<file path="src/design/gil_pkg.sv">
// Package for the glyph index interval lookup block.
// Types and codes shared by the controller and datapath, and style helper functions used by the datapath.
// No dependencies.
`default_nettype none

package gil_pkg;

    localparam int CP_W    = 21;
    localparam int IDX_W   = 24;
    localparam int MASK_W  = 4;
    localparam int COUNT_W = 9;
    localparam int SLOT_W  = 8;
    localparam int STYLE_W = 2;
    localparam int CFG_W   = 9;
    localparam int CFGI_W  = 1;
    localparam int ONES_W  = 3;

    localparam logic CMD_WRITE  = 1'b0;
    localparam logic CMD_LOOKUP = 1'b1;

    localparam logic [CFGI_W-1:0] REG_STYLE_MASK     = 1'd0;
    localparam logic [CFGI_W-1:0] REG_INTERVAL_COUNT = 1'd1;

    localparam logic [STYLE_W-1:0] STYLE_REGULAR     = 2'd0;
    localparam logic [STYLE_W-1:0] STYLE_BOLD        = 2'd1;
    localparam logic [STYLE_W-1:0] STYLE_ITALIC      = 2'd2;
    localparam logic [STYLE_W-1:0] STYLE_BOLD_ITALIC = 2'd3;

    localparam logic [MASK_W-1:0] MASK_R    = 4'b0001;
    localparam logic [MASK_W-1:0] MASK_RB   = 4'b0011;
    localparam logic [MASK_W-1:0] MASK_RI   = 4'b0101;
    localparam logic [MASK_W-1:0] MASK_RBI  = 4'b1001;
    localparam logic [MASK_W-1:0] MASK_RBII = 4'b0111;
    localparam logic [MASK_W-1:0] MASK_RBBI = 4'b1011;
    localparam logic [MASK_W-1:0] MASK_RIBI = 4'b1101;
    localparam logic [MASK_W-1:0] MASK_ALL  = 4'b1111;

    localparam logic [MASK_W-1:0] MASK_RESET = MASK_R;

    typedef enum logic [2:0] {
        ST_IDLE,
        ST_ISSUE,
        ST_COMPARE,
        ST_SUM,
        ST_DONE
    } state_t;

    typedef struct packed {
        logic start_lookup;
        logic start_write;
        logic probe;
        logic compare;
        logic finish;
        logic out_load;
    } ctl_cmd_t;

    typedef struct packed {
        logic search_open;
        logic hit;
        logic out_free;
    } ctl_status_t;

    function automatic logic [ONES_W-1:0] ones4(input logic [MASK_W-1:0] m);
        ones4 = ONES_W'(m[0]) + ONES_W'(m[1]) + ONES_W'(m[2]) + ONES_W'(m[3]);
    endfunction

    // Rank of the substitute style among the present styles
    function automatic logic [STYLE_W-1:0] style_rank(input logic [MASK_W-1:0] m,
                                                     input logic [STYLE_W-1:0] s);
        logic [STYLE_W-1:0] r;
        r = '0;
        if (s != STYLE_REGULAR) begin
            case (m)
                MASK_R:    r = 2'd0;
                MASK_RB:   r = (s == STYLE_BOLD || s == STYLE_BOLD_ITALIC) ? 2'd1 : 2'd0;
                MASK_RI:   r = (s == STYLE_ITALIC || s == STYLE_BOLD_ITALIC) ? 2'd1 : 2'd0;
                MASK_RBI:  r = 2'd1;
                MASK_RBII: r = (s == STYLE_BOLD_ITALIC) ? 2'd1 : s;
                MASK_RBBI: r = (s == STYLE_BOLD) ? 2'd1 : 2'd2;
                MASK_RIBI: r = (s == STYLE_ITALIC) ? 2'd1 : 2'd2;
                MASK_ALL:  r = s;
                default:   r = 2'd0;
            endcase
        end
        style_rank = r;
    endfunction

endpackage

`default_nettype wire

</file>
<file path="src/design/gil_ctrl.sv">
// Controller state machine for the glyph index interval lookup block.
// Sequences item intake, search probes, index sum and result hand-off; uses gil_pkg.
`default_nettype none

module gil_ctrl (
    input  wire logic                clk,
    input  wire logic                rst_n,
    input  wire logic                in_valid,
    input  wire logic                cmd,
    output logic                     in_stall,
    input  gil_pkg::ctl_status_t     status,
    output gil_pkg::ctl_cmd_t        ctl
);
    import gil_pkg::*;

    state_t state_reg;
    state_t state_next;

    always_ff @(posedge clk or negedge rst_n)
    begin
        if (!rst_n)
        begin
            state_reg <= ST_IDLE;
        end
        else
        begin
            state_reg <= state_next;
        end
    end

    always_comb
    begin
        state_next = state_reg;
        ctl        = '0;
        in_stall   = 1'b1;
        case (state_reg)
            ST_IDLE:
            begin
                in_stall = 1'b0;
                if (in_valid)
                begin
                    if (cmd == CMD_LOOKUP)
                    begin
                        ctl.start_lookup = 1'b1;
                        state_next       = ST_ISSUE;
                    end
                    else
                    begin
                        ctl.start_write = 1'b1;
                        state_next      = ST_DONE;
                    end
                end
            end
            ST_ISSUE:
            begin
                if (status.search_open)
                begin
                    ctl.probe  = 1'b1;
                    state_next = ST_COMPARE;
                end
                else
                begin
                    state_next = ST_DONE;
                end
            end
            ST_COMPARE:
            begin
                ctl.compare = 1'b1;
                state_next  = status.hit ? ST_SUM : ST_ISSUE;
            end
            ST_SUM:
            begin
                ctl.finish = 1'b1;
                state_next = ST_DONE;
            end
            ST_DONE:
            begin
                if (status.out_free)
                begin
                    ctl.out_load = 1'b1;
                    state_next   = ST_IDLE;
                end
            end
            default:
            begin
                state_next = ST_IDLE;
            end
        endcase
    end

endmodule

`default_nettype wire

</file>
<file path="config.mk">
export PLATFORM = sky130hd
export DESIGN_NAME = gil_ctrl
export DESIGN_NICKNAME = d
export VERILOG_FILES = /design/src/design/gil_pkg.sv /design/src/design/gil_ctrl.sv
export SDC_FILE = /design/constraint.sdc
export NUM_CORES = 1
export LEC_CHECK = 0
export BUFFER_PORTS_ARGS = -buffer_cell sky130_fd_sc_hd__buf_4
export CORE_AREA = 2 2 39 41
export DETAILED_ROUTE_END_ITERATION = 7
export DIE_AREA = 0 0 41 43
export GPL_TIMING_DRIVEN = 0
export PLACE_DENSITY_LB_ADDON = 0.08
export SYNTH_ARGS = -nofsm -noshare
export SYNTH_HDL_FRONTEND = slang
export SYNTH_SLANG_ARGS = --single-unit
</file>
<file path="constraint.sdc">
create_clock -name clk -period 2.28 [get_ports clk]
set_clock_uncertainty 0.15 [all_clocks]
set_input_delay 0.228 -clock clk [delete_from_list [all_inputs] [get_ports clk]]
set_output_delay 0.228 -clock clk [all_outputs]
set_load 0.02 [all_outputs]
</file>
* Yosys cells after proc, flatten, opt, wreduce, memory -nomap -nowiden
Index checks and enable logic that the tools add are counted.
Word-level totals: input port bits 7, logic and storage cells 26, bits in registers 3
Cells by class: reductions and logical operators 2, muxes and demuxes 17, equal/unequal tests 6
Operators by type and width (count):
- $pmux 3 s5 | 1
- $mux 3 | 4
- $mux 1 | 9
- $eq 3x2->1 const B | 2
- $mux 2 | 3
- $ne 2x2->1 const B | 2
- $eq 3x1->1 const B | 1
- $eq 3x3->1 const B | 1
- $logic_not 3->1 | 1
- $reduce_and 2->1 | 1

* Logic depth before layout (Yosys ltp)
Gate-level depths: netlist (run 1).
depth after elaboration 3, gate-level depth with buffers 3

* Worst setup path before layout (run 1)
OpenSTA, ideal clock, no wires.
path kind register to output, from reg state_reg[0], to out ctl[4] in the netlist's numbering, slack 708 ps, arrival time 1194 ps, buffers on the path 0, data required time 1902 ps, stages on the path, launching flop included 3, cells stage by stage dfrtp_1 > or3_4 > nor3b_4
RTL lines:
- start, declared | line gil_ctrl.sv:16 | state_t state_reg;
- start signal, assigned | line gil_ctrl.sv:27 | state_reg <= state_next;
- end, declared | line gil_ctrl.sv:12 | output gil_pkg::ctl_cmd_t ctl

==> results of run 1 <==
[metrics by stage]
stage,area [µm²],util (%)
after CTS,343,24.8
after floorplan,189,-
final,343,24.8
after detailed placement,307,22.2
after global routing,343,24.8
after global placement,307,22.2
[area by class of cell]
cell class              instances  area, µm²
clock buffers                   4       26.3
fillers                       159       1040
inverters                       1       3.75
multi-input cells              15        110
flip-flops and latches          3       75.1
well taps                      16       20.0
repair buffers                 14        108
[layer usage]
layer	routed length, µm	GRT usage, %	part of all wire, %
met1	188	7.79	38
met4	0	8.00	0
met3	50	3.66	10
met5	0	0	0
met2	253	8.75	52
[how the worst max path moves through the flow]
| stage | startpoint | to | cells past startpoint |
|---|---|---|---|
| after global placement | state_reg[0] | ctl[4] | 3 |
| after floorplan | state_reg[0] | ctl[4] | 2 |
| after CTS | state_reg[0] | ctl[4] | 3 |
| after detailed placement | state_reg[0] | ctl[4] | 3 |
| final | state_reg[0] | ctl[4] | 3 |
| after global routing | state_reg[0] | ctl[4] | 3 |
[worst reg2reg max path: stages, from the launching register on]
cell     delay [ps]
dfrtp_1         440
or3_4           440
nor3b_4         220
a311o_2         140
[what timing repair did]
action / in CTS / in global routing
hold buffers: 1 / 0
setup buffers: 0 / 0
resized for setup: 0 / 0
setup endpoints to repair: 0 / 0
endpoints found under the hold margin: 3 / 0
[logic make-up after synthesis]
| family | share of synthesized area [%] |
|---|---|
| and+or+nand+nor | 45.7 |
| DFF | 39.7 |
| AOI/OAI and AO/OA | 12.6 |
| buffers and inverters | 1.98 |
[power breakdown]
part / leakage, nW / switching (mW) / internal [mW] / total, mW
sequential: 0.0396 / 0.0335 / 0.0732 / 0.107
combinational: 0.120 / 0.102 / 0.101 / 0.203
clock: 0.0150 / 0.0270 / 0.0655 / 0.0925
total: 0.174 / 0.163 / 0.240 / 0.402
[cell usage in the layout, fill, tap and decap left out, drive strengths merged]
cell and count:
dfrtp 3, dlygate4sd3 1, buf 13, nor3 2
clkbuf 4, or3 1, nor2 1, nand2b 1
nor4 1, nor3b 3, inv 1, nand2 2
a21oi 1, a311o 1, a21o 1, and3 1
==> results.sh, run 1 <==
export IMPL_status="completed"
export IMPL_cp_end_kind="output pin"
export IMPL_synth_flop_cell="dfrtp_1"
export IMPL_yosys_area_top_type="dfrtp_1"
export IMPL_irDropWorstVdd_v=0.000305
export IMPL_clk_latency_ps=230
export IMPL_syn_num_nets=26
export IMPL_worstHoldStart="status[1]"
export IMPL_port_buffer_count=13
export IMPL_r2r_cells=3
export IMPL_h_tree_depth=1
export IMPL_leakage_nw=0.174
export IMPL_r2r_start="state_reg[0]"
export IMPL_numCtsBuffers=3
export IMPL_cp_start_kind="flop"
export IMPL_first_pass_iters=4
export IMPL_antenna_cells=0
export IMPL_drc=0
export IMPL_maxSlewHeadroom_pct=81.0
export IMPL_stdcell_count=53
export IMPL_powerDensity_mw_per_mm2=1170
export IMPL_tightest_slew_ps=284
export IMPL_dp_slack_ps=634
export IMPL_place_gp_congestion=0.602
export IMPL_setup_violations=0
export IMPL_antenna_left=0
export IMPL_dpl_cell_count=48
export IMPL_die_y_um=43
export IMPL_drt_total_wl_um=491
export IMPL_overflow=0
export IMPL_whs_ps=48.5
export IMPL_layout_setup_ws_ps=398
export IMPL_fin_setup_tns_ps=0
export IMPL_final_hold_viol_count=0
export IMPL_arrival_ps=1500
export IMPL_hold_path_endpoint="state_reg[1]"
export IMPL_via_per_inst=3.98
export IMPL_worstReg2RegEnd="state_reg[2]"
export IMPL_vias=211
export IMPL_grt_pass1_wl_um=786
export IMPL_wl_per_cell_um=9.26
export IMPL_finalCriticalPeriod_ps=1880
export IMPL_fp_dieW_um=41
export IMPL_fmax_mhz=531
export IMPL_cap_viol_max_count=0
export IMPL_place_hpwl_um=394
export IMPL_synth_common_cells="dfrtp_1 (3), nand2_1 (2), nor3_1 (2), nor3b_1 (2)"
export IMPL_crit_slowest_cell="dfrtp_1"
export IMPL_drive_above_1_share_pct=54.1
export IMPL_grt_max_degree=9
export IMPL_reg2reg_slack_ps=820
export IMPL_min_period_over_period_pct=82.5
export IMPL_synth_edf_count=0
export IMPL_path_max_fanout=8
export IMPL_cp_cell_sequence="or3_4, nor3b_4, buf_4"
export IMPL_synth_ff_latch_count=3
export IMPL_cts_tree="built"
export IMPL_coreArea_mm2=0.00138
export IMPL_nets=45
export IMPL_yosysWarnings=0
export IMPL_slowest_delay_ps=440
export IMPL_slew_viol_final=0
export IMPL_cts_clk_slew_worst_paths_ps=40
export IMPL_first_iter_violations=4
export IMPL_rsz0062_at_grt="false"
export IMPL_yosysTopAreaCellShare_pct=39.7
export IMPL_async_flop_share_pct=100
export IMPL_path_buf_inv=1
export IMPL_grt_pass1_vias=203
export IMPL_cts_buffer_depth=2
export IMPL_largest_reg_flops=3
export IMPL_hold_class="in -> reg"
export IMPL_dieArea_mm2=0.00176
export IMPL_ios=14
export IMPL_critical_path_class="reg -> out"
export IMPL_syn_area_per_cell_um2=9.94
export IMPL_synthCells=19
export IMPL_yosys_cell_types_count=14
export IMPL_cts_root_buf="clkbuf_4"
export IMPL_rows=14
export IMPL_cp_top_family="simple AND/OR/NAND/NOR gates"
export IMPL_synth_area_top_cells="dfrtp_1 (40%), nor3b_4 (9.9%), nor3b_1 (7.9%), a311o_2 (6.0%), or3_4 (6.0%)"
export IMPL_grt_use_total_pct=7.15
export IMPL_synth_seq_area_share_pct=39.7
export IMPL_holdPathStages=2
export IMPL_start_util_pct=13.7
export IMPL_yosysMostFrequentCell="dfrtp_1"
export IMPL_cts_num_sinks=3
export IMPL_cp_required_ps=1900
export IMPL_antenna_found_initial=0
export IMPL_layout_area_overhead_vs_synth_pct=81.5
export IMPL_syn_area_um2=189
export IMPL_fin_total_pwr_mw=0.402
Note: power is estimated with default switching activity, not from simulation.
==> run 2, diff against run 1 <==
==> constraint.sdc (replaced) <==
create_clock -name clk -period 1.8 [get_ports clk]
set_clock_uncertainty 0.15 [all_clocks]
set_input_delay 0.18 -clock clk [delete_from_list [all_inputs] [get_ports clk]]
set_output_delay 0.18 -clock clk [all_outputs]
set_load 0.02 [all_outputs]
==> results.sh, run 2 (same netlist as run 1, synthesis figures left out) <==
export IMPL_dieArea_mm2=0.00176
export IMPL_slowest_delay_ps=420
export IMPL_dpl_cell_count=48
export IMPL_cp_cell_sequence="or3_4, nor3b_4, buf_6"
export IMPL_place_hpwl_um=394
export IMPL_largest_reg_flops=3
export IMPL_tightest_slew_ps=287
export IMPL_cp_end_kind="output pin"
export IMPL_ios=14
export IMPL_drive_above_1_share_pct=62.8
export IMPL_coreArea_mm2=0.00138
export IMPL_start_util_pct=13.7
export IMPL_layout_commonest_cell="buf_4"
export IMPL_grt_pass1_wl_um=841
export IMPL_grt_max_degree=9
export IMPL_slew_viol_final=0
export IMPL_path_max_fanout=4
export IMPL_final_hold_viol_count=0
export IMPL_wl_per_cell_um=9.03
export IMPL_leakage_nw=0.203
export IMPL_clk_latency_ps=230
export IMPL_maxSlewHeadroom_pct=80.8
export IMPL_antenna_cells=0
export IMPL_first_iter_violations=5
export IMPL_fin_total_pwr_mw=0.563
export IMPL_drc=0
export IMPL_cts_tree="built"
export IMPL_cts_root_buf="clkbuf_4"
export IMPL_fin_setup_tns_ps=0
export IMPL_setup_violations=0
export IMPL_antenna_found_initial=0
export IMPL_rsz0062_at_grt="true"
export IMPL_cp_startpoint="state_reg[0]"
export IMPL_antenna_left=0
export IMPL_hold_class="in -> async"
export IMPL_r2r_start="state_reg[0]"
export IMPL_crit_slowest_cell="or3_4"
export IMPL_critical_path_class="reg -> out"
export IMPL_irDropWorstVdd_v=0.000409
export IMPL_cts_num_sinks=3
export IMPL_nets=51
export IMPL_grt_pass1_vias=219
export IMPL_cts_clk_slew_worst_paths_ps=40
export IMPL_fmax_mhz=568
export IMPL_powerDensity_mw_per_mm2=1420
export IMPL_grt_use_total_pct=7.55
export IMPL_cp_required_ps=1470
export IMPL_cts_buffer_depth=2
export IMPL_cap_viol_max_count=0
export IMPL_drt_total_wl_um=533
export IMPL_place_gp_congestion=0.602
export IMPL_port_buffer_count=13
export IMPL_stdcell_count=59
export IMPL_finalCriticalPeriod_ps=1760
export IMPL_first_pass_iters=3
export IMPL_min_period_over_period_pct=97.9
export IMPL_overflow=0
export IMPL_h_tree_depth=1
export IMPL_rows=14
export IMPL_cp_start_kind="flop"
export IMPL_utilization_pct=28.7
export IMPL_fp_dieW_um=41
export IMPL_vias=238
export IMPL_die_y_um=43
export IMPL_layout_area_overhead_vs_synth_pct=110
export IMPL_via_per_inst=4.03
export IMPL_arrival_ps=1430
export IMPL_numCtsBuffers=3
export IMPL_most_common_layout_cells="buf_4 (17), clkbuf_4 (3)"
export IMPL_status="completed"
==> run 2: changes by cell type in the layout (fill, tap and decap cells not counted) <==
cell | before | now
buf_4 | 13 | 17
dlygate4sd3_1 | 1 | 2
dfrtp_1 | 3 | 1
buf_6 | 0 | 1
dfrtp_2 | 0 | 2
==> run 2: timing repair <==
| action | in CTS | in global routing |
|---|---|---|
| endpoints found under the setup margin | 1 | 1 |
| hold buffers | 2 | 0 |
| gates resized for setup | 2 | 1 |
| endpoints found under the hold margin | 4 | 0 |
| pin swaps | 1 | 1 |
| setup buffers | 1 | 4 |
==> run 2: layer usage <==
metal	part of all wire (%)	track usage [%]	vias up
met1	38	8.09	113
li1	-	-	119
met2	54	9.69	6
met5	0	0	-
met4	0	8.00	0
met3	8.1	3.66	0
==> run 2: layout make-up <==
class	instances	area, µm²
multi-input cells	15	110
fillers	159	987
flip-flops and latches	3	77.6
well taps	16	20.0
repair buffers	20	159
inverters	1	3.75
clock buffers	4	26.3
==> run 2: per-stage QoR <==
stage | hold slack (ps) | worst slack, ps | cell area, µm²
2_1_floorplan | -266 | 229 | 189
3_3_place_gp | -180 | 207 | 307
3_5_place_dp | -180 | 202 | 307
4_1_cts | 113 | 1.06 | 365
5_1_grt | 129 | -22.6 | 397
6_report | 122 | 38.2 | 397
==> run 2: path summary, 6_finish.rpt <==
kind | to | slack [ps] | cells after the start
max in group asynchronous | state_reg[1] | 1270 | 2
setup / recovery | ctl[4] | 40 | 3
setup reg to reg | state_reg[2] | 290 | 4
min in group clk | state_reg[0] | 140 | 3
hold / removal | state_reg[0] | 120 | 2
hold reg to reg | state_reg[0] | 330 | 1
==> run 2: power by group <==
part / switching, mW / total [mW] / internal, mW
logic: 0.148 / 0.316 / 0.169
registers: 0.0352 / 0.131 / 0.0955
clock network: 0.0331 / 0.116 / 0.0830
==> run 2: worst max-delay path: cells and delay by family, from the launching register on <==
kind                   cells  cell delay, ps
buffers and inverters      1             140
flip-flops                 1             410
AND/OR/NAND/NOR            2             650
